File: src/sv/asras_pkg.sv
// shared types and constants for the angle sensor register access sequencer
// no dependencies
package asras_pkg;

  typedef enum logic [2:0] {
    OP_PREAD  = 3'd0,
    OP_PWRITE = 3'd1,
    OP_XREAD  = 3'd2,
    OP_XWRITE = 3'd3,
    OP_ANGLE  = 3'd4,
    OP_RESP   = 3'd5
  } op_t;

  localparam int unsigned STEP_W = 5;
  localparam int unsigned IDX_W  = STEP_W - 1;
  localparam int unsigned REG_W  = 6;

  // sensor register map used by the extended access sequences
  localparam logic [REG_W-1:0] REG_XR_ADDR = 6'h0A;
  localparam logic [REG_W-1:0] REG_XR_CTRL = 6'h0C;
  localparam logic [REG_W-1:0] REG_XR_HIGH = 6'h0E;
  localparam logic [REG_W-1:0] REG_XR_LOW  = 6'h10;
  localparam logic [REG_W-1:0] REG_XW_ADDR = 6'h02;
  localparam logic [REG_W-1:0] REG_XW_HIGH = 6'h04;
  localparam logic [REG_W-1:0] REG_XW_LOW  = 6'h06;
  localparam logic [REG_W-1:0] REG_XW_CTRL = 6'h08;

  localparam logic [15:0] CTRL_START = 16'h8000;
  localparam logic [15:0] ANGLE_CMD  = 16'h2000;
  localparam int unsigned ANGLE_W    = 12;

  // primary operation indexes inside the extended sequences
  localparam logic [IDX_W-1:0] IDX_XR_POLL = 4'd2;
  localparam logic [IDX_W-1:0] IDX_XR_HIGH = 4'd3;
  localparam logic [IDX_W-1:0] IDX_XW_POLL = 4'd4;
  localparam logic [IDX_W-1:0] IDX_X_LAST  = 4'd4;

  typedef struct packed {
    logic        frame_valid;
    logic [15:0] frame_word;
    logic        done_res;
    logic [31:0] read_result;
    logic        rejected;
  } result_t;

endpackage

File: src/sv/asras_frame_enc.sv
// command frame encoder: maps request, step and latched operands to a 16-bit frame
// depends on asras_pkg
module asras_frame_enc (
  input  asras_pkg::op_t                  req,
  input  logic [asras_pkg::STEP_W-1:0]    step,
  input  logic [15:0]                     addr,
  input  logic [31:0]                     held,
  output logic [15:0]                     frame
);
  import asras_pkg::*;

  logic [STEP_W-1:0] f;
  logic [IDX_W-1:0]  idx;
  logic              half;
  logic              is_write;
  logic [REG_W-1:0]  reg_sel;
  logic [15:0]       data;

  assign f    = step - STEP_W'(1);
  assign idx  = f[STEP_W-1:1];
  assign half = f[0];

  always_comb begin
    is_write = 1'b1;
    reg_sel  = '0;
    data     = '0;
    unique case (req)
      OP_PWRITE: begin
        reg_sel = addr[REG_W-1:0];
        data    = held[15:0];
      end
      OP_XREAD: begin
        unique case (idx)
          4'd0: begin
            reg_sel = REG_XR_ADDR;
            data    = addr;
          end
          4'd1: begin
            reg_sel = REG_XR_CTRL;
            data    = CTRL_START;
          end
          IDX_XR_POLL: begin
            is_write = 1'b0;
            reg_sel  = REG_XR_CTRL;
          end
          IDX_XR_HIGH: begin
            is_write = 1'b0;
            reg_sel  = REG_XR_HIGH;
          end
          default: begin
            is_write = 1'b0;
            reg_sel  = REG_XR_LOW;
          end
        endcase
      end
      OP_XWRITE: begin
        unique case (idx)
          4'd0: begin
            reg_sel = REG_XW_ADDR;
            data    = addr;
          end
          4'd1: begin
            reg_sel = REG_XW_HIGH;
            data    = held[31:16];
          end
          4'd2: begin
            reg_sel = REG_XW_LOW;
            data    = held[15:0];
          end
          4'd3: begin
            reg_sel = REG_XW_CTRL;
            data    = CTRL_START;
          end
          default: begin
            is_write = 1'b0;
            reg_sel  = REG_XW_CTRL;
          end
        endcase
      end
      default: begin
        is_write = 1'b0;
        reg_sel  = addr[REG_W-1:0];
      end
    endcase
  end

  always_comb begin
    if (req == OP_ANGLE) begin
      frame = ANGLE_CMD;
    end else if (!is_write) begin
      frame = {2'b00, reg_sel, 8'h00};
    end else if (!half) begin
      frame = {2'b01, reg_sel, data[15:8]};
    end else begin
      frame = {2'b01, reg_sel + REG_W'(1), data[7:0]};
    end
  end

endmodule

File: src/sv/angle_sensor_register_access_sequencer.sv
// results are registered in the output register, or in the skid while output stalls
// one transaction per cycle unless the skid is full; state updates in a single pass
// a two-entry output buffer (output register plus skid) keeps input accepting while
// one result waits
// reset: sequencer returns to idle, all latched operands clear, output buffer empties
// depends on asras_pkg and asras_frame_enc
module angle_sensor_register_access_sequencer (
  input  logic        clk,
  input  logic        rst,
  input  logic        in_valid,
  output logic        in_ready,
  input  logic [2:0]  opcode,
  input  logic [15:0] reg_address,
  input  logic [31:0] write_data,
  input  logic [15:0] response_word,
  output logic        out_valid,
  input  logic        out_ready,
  output logic        frame_valid,
  output logic [15:0] frame_word,
  output logic        done_res,
  output logic [31:0] read_result,
  output logic        rejected
);
  import asras_pkg::*;

  logic [STEP_W-1:0] step, step_next;
  op_t               req, req_next;
  logic [15:0]       addr, addr_next;
  logic [31:0]       held, held_next;
  logic [15:0]       high_word, high_word_next;

  logic [STEP_W-1:0] f;
  logic [IDX_W-1:0]  idx;
  logic              poll;
  logic              last_op;
  logic [15:0]       enc_frame;
  logic              emit_frame;
  result_t           res_base;
  result_t           res;

  result_t out_q, skid_q;
  logic    skid_full;
  logic    accept_in;

  assign accept_in = in_valid && in_ready;
  assign in_ready  = !skid_full;

  assign f   = step - STEP_W'(1);
  assign idx = f[STEP_W-1:1];

  assign poll = (req == OP_XREAD && idx == IDX_XR_POLL) ||
                (req == OP_XWRITE && idx == IDX_XW_POLL);
  assign last_op = (req == OP_PREAD || req == OP_PWRITE) ? 1'b1 : (idx >= IDX_X_LAST);

  always_comb begin
    step_next      = step;
    req_next       = req;
    addr_next      = addr;
    held_next      = held;
    high_word_next = high_word;
    emit_frame     = 1'b0;
    res_base       = '0;
    if (opcode <= OP_ANGLE) begin
      if (step != '0) begin
        res_base.rejected = 1'b1;
      end else begin
        req_next   = op_t'(opcode);
        addr_next  = reg_address;
        held_next  = write_data;
        step_next  = STEP_W'(1);
        emit_frame = 1'b1;
      end
    end else if (opcode != OP_RESP || step == '0) begin
      res_base.rejected = 1'b1;
    end else if (req == OP_ANGLE) begin
      step_next            = '0;
      res_base.done_res    = 1'b1;
      res_base.read_result = {20'h0, response_word[ANGLE_W-1:0]};
    end else if (!f[0]) begin
      step_next  = step + STEP_W'(1);
      emit_frame = 1'b1;
    end else if (poll && !response_word[0]) begin
      step_next  = {idx, 1'b1};
      emit_frame = 1'b1;
    end else if (last_op) begin
      step_next         = '0;
      res_base.done_res = 1'b1;
      if (req == OP_PREAD) begin
        res_base.read_result = {16'h0, response_word};
      end else if (req == OP_XREAD) begin
        res_base.read_result = {high_word, response_word};
      end
    end else begin
      if (req == OP_XREAD && idx == IDX_XR_HIGH) begin
        high_word_next = response_word;
      end
      step_next  = step + STEP_W'(1);
      emit_frame = 1'b1;
    end
  end

  always_comb begin
    res             = res_base;
    res.frame_valid = emit_frame;
    res.frame_word  = emit_frame ? enc_frame : 16'h0;
  end

  asras_frame_enc u_frame_enc (
    .req   (req_next),
    .step  (step_next),
    .addr  (addr_next),
    .held  (held_next),
    .frame (enc_frame)
  );

  always_ff @(posedge clk) begin
    if (rst) begin
      step      <= '0;
      req       <= OP_PREAD;
      addr      <= '0;
      held      <= '0;
      high_word <= '0;
    end else if (accept_in) begin
      step      <= step_next;
      req       <= req_next;
      addr      <= addr_next;
      held      <= held_next;
      high_word <= high_word_next;
    end
  end

  // output register with skid stage
  always_ff @(posedge clk) begin
    if (rst) begin
      out_valid <= 1'b0;
      skid_full <= 1'b0;
    end else if (!out_valid || out_ready) begin
      out_valid <= skid_full || accept_in;
      skid_full <= 1'b0;
    end else if (accept_in) begin
      skid_full <= 1'b1;
    end
  end

  always_ff @(posedge clk) begin
    if (!out_valid || out_ready) begin
      out_q <= skid_full ? skid_q : res;
    end else if (accept_in) begin
      skid_q <= res;
    end
  end

  assign frame_valid = out_q.frame_valid;
  assign frame_word  = out_q.frame_word;
  assign done_res    = out_q.done_res;
  assign read_result = out_q.read_result;
  assign rejected    = out_q.rejected;

  a_skid_needs_out : assert property (@(posedge clk) disable iff (rst)
    skid_full |-> out_valid)
    else $error("skid entry held without a pending output");

  a_start_step : assert property (@(posedge clk) disable iff (rst)
    (accept_in && step == '0 && opcode <= OP_ANGLE) |=> step == STEP_W'(1))
    else $error("request accepted while idle did not start the sequence");

  a_angle_single : assert property (@(posedge clk) disable iff (rst)
    (step != '0 && req == OP_ANGLE) |-> step == STEP_W'(1))
    else $error("angle read advanced beyond its single frame");

  a_result_kind : assert property (@(posedge clk) disable iff (rst)
    out_valid |-> $countones({out_q.frame_valid, out_q.done_res, out_q.rejected}) <= 1)
    else $error("result carries more than one outcome");

endmodule
File: config.mk
export PLATFORM = sky130hd
export DESIGN_NAME = angle_sensor_register_access_sequencer
export DESIGN_NICKNAME = d
export VERILOG_FILES = /design/src/sv/asras_pkg.sv /design/src/sv/asras_frame_enc.sv /design/src/sv/angle_sensor_register_access_sequencer.sv
export SDC_FILE = /design/constraint.sdc
export NUM_CORES = 1
export LEC_CHECK = 0
export BUFFER_PORTS_ARGS = -buffer_cell sky130_fd_sc_hd__buf_2
export CAP_MARGIN = 30
export CORE_MARGIN = 3
export CORE_UTILIZATION = 57
export DETAILED_ROUTE_END_ITERATION = 7
export PLACE_DENSITY = 0.8
export SLEW_MARGIN = 15
export SYNTH_ARGS = -nofsm -noshare
export SYNTH_HDL_FRONTEND = slang
export SYNTH_SLANG_ARGS = --single-unit
File: constraint.sdc
create_clock -name clk -period 5.9 [get_ports clk]
set_clock_uncertainty 0.1 [all_clocks]
set_input_delay 0.295 -clock clk [delete_from_list [all_inputs] [get_ports clk]]
set_output_delay 0.295 -clock clk [all_outputs]
set_load 0.05 [all_outputs]
==> flow_summary_export.csv <==
group,metric,value,unit
setup_path,critPathCaptureType,"flip-flop",
floorplanning,start_util,59.4,%
clock_network,ctsResizeCount,0,
drt,num_vias,6762,
clock_network,cts-root-buf,"clkbuf_16",
grt,grt_pass1_wl,33.9,mm
power,p_leak,3.83,nW
grt,use_met2,44.9,%
yosys,yosysWarnings,0,
yosys,yosys.area_share.xor_xnor,1.04,%
timing,setup_viol,0,
floorplanning,num_rows,43,
yosys,async_flop_share,0,%
yosys,yosysTopAreaCellShare,35.6,%
setup_path,critPathMaxStageDelay,0.55,ns
power,p_per_area,318,nW/um^2
clock_network,cts_tree,"done",
yosys,synth_top_family_by_area,"simple AND/OR/NAND/NOR gates",
timing,worstMarginPinSlew,0.845,ns
drt,finalWirelength,21.2,mm
setup_path,worstPathBufferInverterCount,1,
grt,top_usage_layer,"met2",
job,maxCapViolCount,0,
yosys,synth_nets,934,
setup_path,crit_fanout,10,
layout,fillers,1078,
yosys,yosysSeqAreaShare,53.2,%
yosys,synth_compound_area_share,14.0,%
clock_network,clk_pin_slew,0.07,ns
yosys,synthAdderAreaFrac,0.593,%
worst_hold_path,holdCritPathClass,"primary input to flip-flop",
clock_network,clock_sink_count,174,
setup_path,crit_type,"flip-flop to flip-flop",
yosys,yosys-top-cells-area,"edfxtp_1 (36%), dfxtp_1 (18%), nand2_1 (9.3%)",
yosys,ys_ff_latch,174,
layout,drive_above_1_share,24.5,%
timing,final-hold-violation-count,0,
yosys,synth-edff-count,100,
setup_path,cp_common_cell,"ha_1",
grt,antenna_found_initial,0,
power,ir_worst_vdd,203,uV
drt,wl_per_cell,18.3,um
yosys,synth.area.mux_share,7.28,%
outcome,outcome,"completed",
setup_path,path_delay_family,"simple AND/OR/NAND/NOR gates",
clock_network,clock_latency,0.43,ns
setup_path,required,5.97,ns
floorplanning,die_area,16300,sq um
yosys,synth_area,8440,sq um
setup_path,crit_chain,"inv_1, ha_1, xnor2_1, or4_1, a2111oi_2, o31a_1, ha_1, a21boi_1, or4b_4, nand3_1, nand2_1, o22ai_1, ha_1, nand3_1, o31ai_1, nor4b_2, xnor2_1, o31ai_1",
timing,rsz0062_at_grt,"false",
power,p_sw,0.931,mW
placement,gp_congestion,0.959,
layout,area_growth,16.6,%
placement,io_buffers,122,
clock_network,cts_buffers,17,
yosys,yosysUniqueCellTypes,76,
setup_path,critPathLaunchType,"flip-flop",
placement,dp_hpwl,14.4,mm
grt,grt_overflow,0,
timing,period_share,90.0,%
drt,routed_via_density,5.85,
layout,nets,1039,
drt,drt_first_pass_iters,5,
clock_network,postCtsSetupRepairBufs,0,
setup_path,crit_slowest_cell,"or4_1",
floorplanning,coreArea,14200,sq um
layout,insertedDiodeCount,0,
timing,min_period,5.31,ns
drt,drtAntennaViolNets,0,
clock_network,cts_buffer_depth,2,
grt,grt_pass1_vias,6445,
yosys,synthFlopType,"edfxtp_1",
power,swShare,29.8,%
floorplanning,fp.dieW,128,um
timing,fmaxAchievable,188,MHz
grt,met3_usage,4.46,%
clock_network,cts_hold_buf,3,
clock_network,h-tree-depth,4,
grt,met1_usage,33.4,%
drt,drcViolationCount,0,
yosys,avgSynthCellArea,9.82,sq um
setup_path,crit_arrival,5.38,ns
timing,slew_headroom,43.7,%
power,combPwrFrac,17.9,%
floorplanning,die_h,128,um
timing,setup_tns,0,ns
power,power_frac_seq,43.9,%
grt,track_usage,26.3,%
yosys,synth-simple-area-share,20.5,%
grt,grt_max_degree,75,
timing,final_max_slew_viol_count,0,
yosys,synthesis.instances,859,
floorplanning,num_io_pins,124,
power,pwr-share-clk,38.1,%
drt,drtIter0Drc,531,
power,p_int,2.20,mW
timing,hold_slack,0.00642,ns
yosys,synth_largest_area_cell,"edfxtp_1",
==> cells in the final DEF (no fill, tap or decap), types with 4 or more instances in the layout <==
| master | instances |
|---|---|
| o211ai_1 | 7 |
| clkbuf_16 | 17 |
| o31ai_1 | 13 |
| nor3_1 | 12 |
| nor4_1 | 5 |
| buf_4 | 16 |
| ha_1 | 4 |
| edfxtp_1 | 100 |
| nand3_1 | 12 |
| xor2_1 | 5 |
| a221o_1 | 4 |
| dfxtp_1 | 74 |
| a21oi_1 | 73 |
| nor3b_1 | 5 |
| nand4_1 | 5 |
| a211oi_1 | 8 |
| mux2i_1 | 22 |
| a31oi_1 | 6 |
| a21o_1 | 5 |
| xnor2_1 | 5 |
| and2_1 | 35 |
| mux2_2 | 35 |
| nand2b_1 | 5 |
| a221oi_2 | 4 |
| o21ai_0 | 9 |
| o31ai_2 | 4 |
| nor2_1 | 59 |
| buf_2 | 122 |
| o22ai_1 | 4 |
| inv_1 | 9 |
| nand2_1 | 209 |
==> worst register-to-register path, stage by stage, from the launching register on <==
cell,delay (ns)
dfxtp_1,0.52
inv_1,0.11
ha_1,0.27
xnor2_1,0.26
or4_1,0.56
a2111oi_2,0.37
o31a_1,0.30
ha_1,0.28
a21boi_1,0.17
or4b_4,0.51
nand3_1,0.11
nand2_1,0.06
o22ai_1,0.19
ha_1,0.20
nand3_1,0.07
o31ai_1,0.36
nor4b_2,0.33
xnor2_1,0.18
o31ai_1,0.09
==> state kept, by name, summed over array words and instances (netlist names) <==
name and cells:
step 5, out_valid 1, frame_word 15, addr 16, frame_valid 1, held 32
req 3, skid_q 50, read_result 32, skid_full 1, rejected 1, high_word 16
done_res 1
==> through the flow <==
stage          setup slack (ns)  util, %  total power, mW  instances  cell area (sq um)
2_1_floorplan              1.16        -             1.80        859               8440
3_3_place_gp              0.850     64.5             1.94       1120               9160
4_1_cts                   0.585     69.2             3.13       1155               9830
6_report                  0.592     69.3             3.13       1156               9840
3_5_place_dp              0.701     64.6             1.95       1121               9170
5_1_grt                   0.183     69.3             3.24       1156               9840
==> synth_stat cells (6+ instances only) <==
library cell  number
nand2_1          209
edfxtp_1         100
dfxtp_1           74
a21oi_1           73
nor2_1            61
clkbuf_1          43
and2_1            36
mux2_2            35
mux2i_1           22
o31ai_1           13
nand3_1           12
nor3_1            12
inv_1              9
o21ai_0            9
a211oi_1           8
o211ai_1           7
a31oi_1            6
buf_2              6
nand2b_1           6
nor4_1             6
==> logic make-up (layout without fill, tap and decap cells) <==
| logic type | after synthesis | count (layout) |
|---|---|---|
| muxes | 57 | 57 |
| adders and majority gates | 4 | 4 |
| other | 1 | 1 |
| AOI/OAI and AO/OA | 169 | 169 |
| xor gates and xnor gates | 10 | 10 |
| buffers and inverters | 67 | 184 |
| DFF | 174 | 174 |
| and+or+nand+nor | 377 | 377 |
==> area by class of cell <==
type                       instances  area (sq um)  share of cell area [%]
multi-input combinational        618          3690                    37.5
clock inverter                    14           208                    2.11
inverter                          11          41.3                   0.420
tap                              180           225                    2.29
sequential                       174          4480                    45.6
clock buffer                      17           425                    4.32
timing repair buffer             142           766                    7.78
==> final timing paths <==
path / slack [ns] / start / cells after the start / endpoint
worst max register to register: 0.59 / step[1] / 18 / frame_word[12]
worst max-delay path: 0.59 / step[1] / 18 / frame_word[12]
worst min-delay path: 0.006 / write_data[20] / 3 / held[20]
worst min register to register: 0.35 / high_word[0] / 2 / high_word[0]
==> layer usage <==
| metal | wire length (um) | vias to the layer above |
|---|---|---|
| met3 | 1200 | 63 |
| met1 | 8740 | 3180 |
| li1 | - | 3259 |
| met5 | 0 | - |
| met4 | 673 | 0 |
| met2 | 10600 | 260 |
==> power groups by stage <==
stage                     Sequential [mW]  Clock [mW]  Combinational [mW]
final                                1.38        1.19               0.561
after detailed placement             1.40           0               0.550
after global routing                 1.38        1.25               0.605
after floorplan                      1.49           0               0.307
after global placement               1.40           0               0.545
after CTS                            1.37        1.20               0.555
Note: power is estimated with default switching activity, not from simulation.
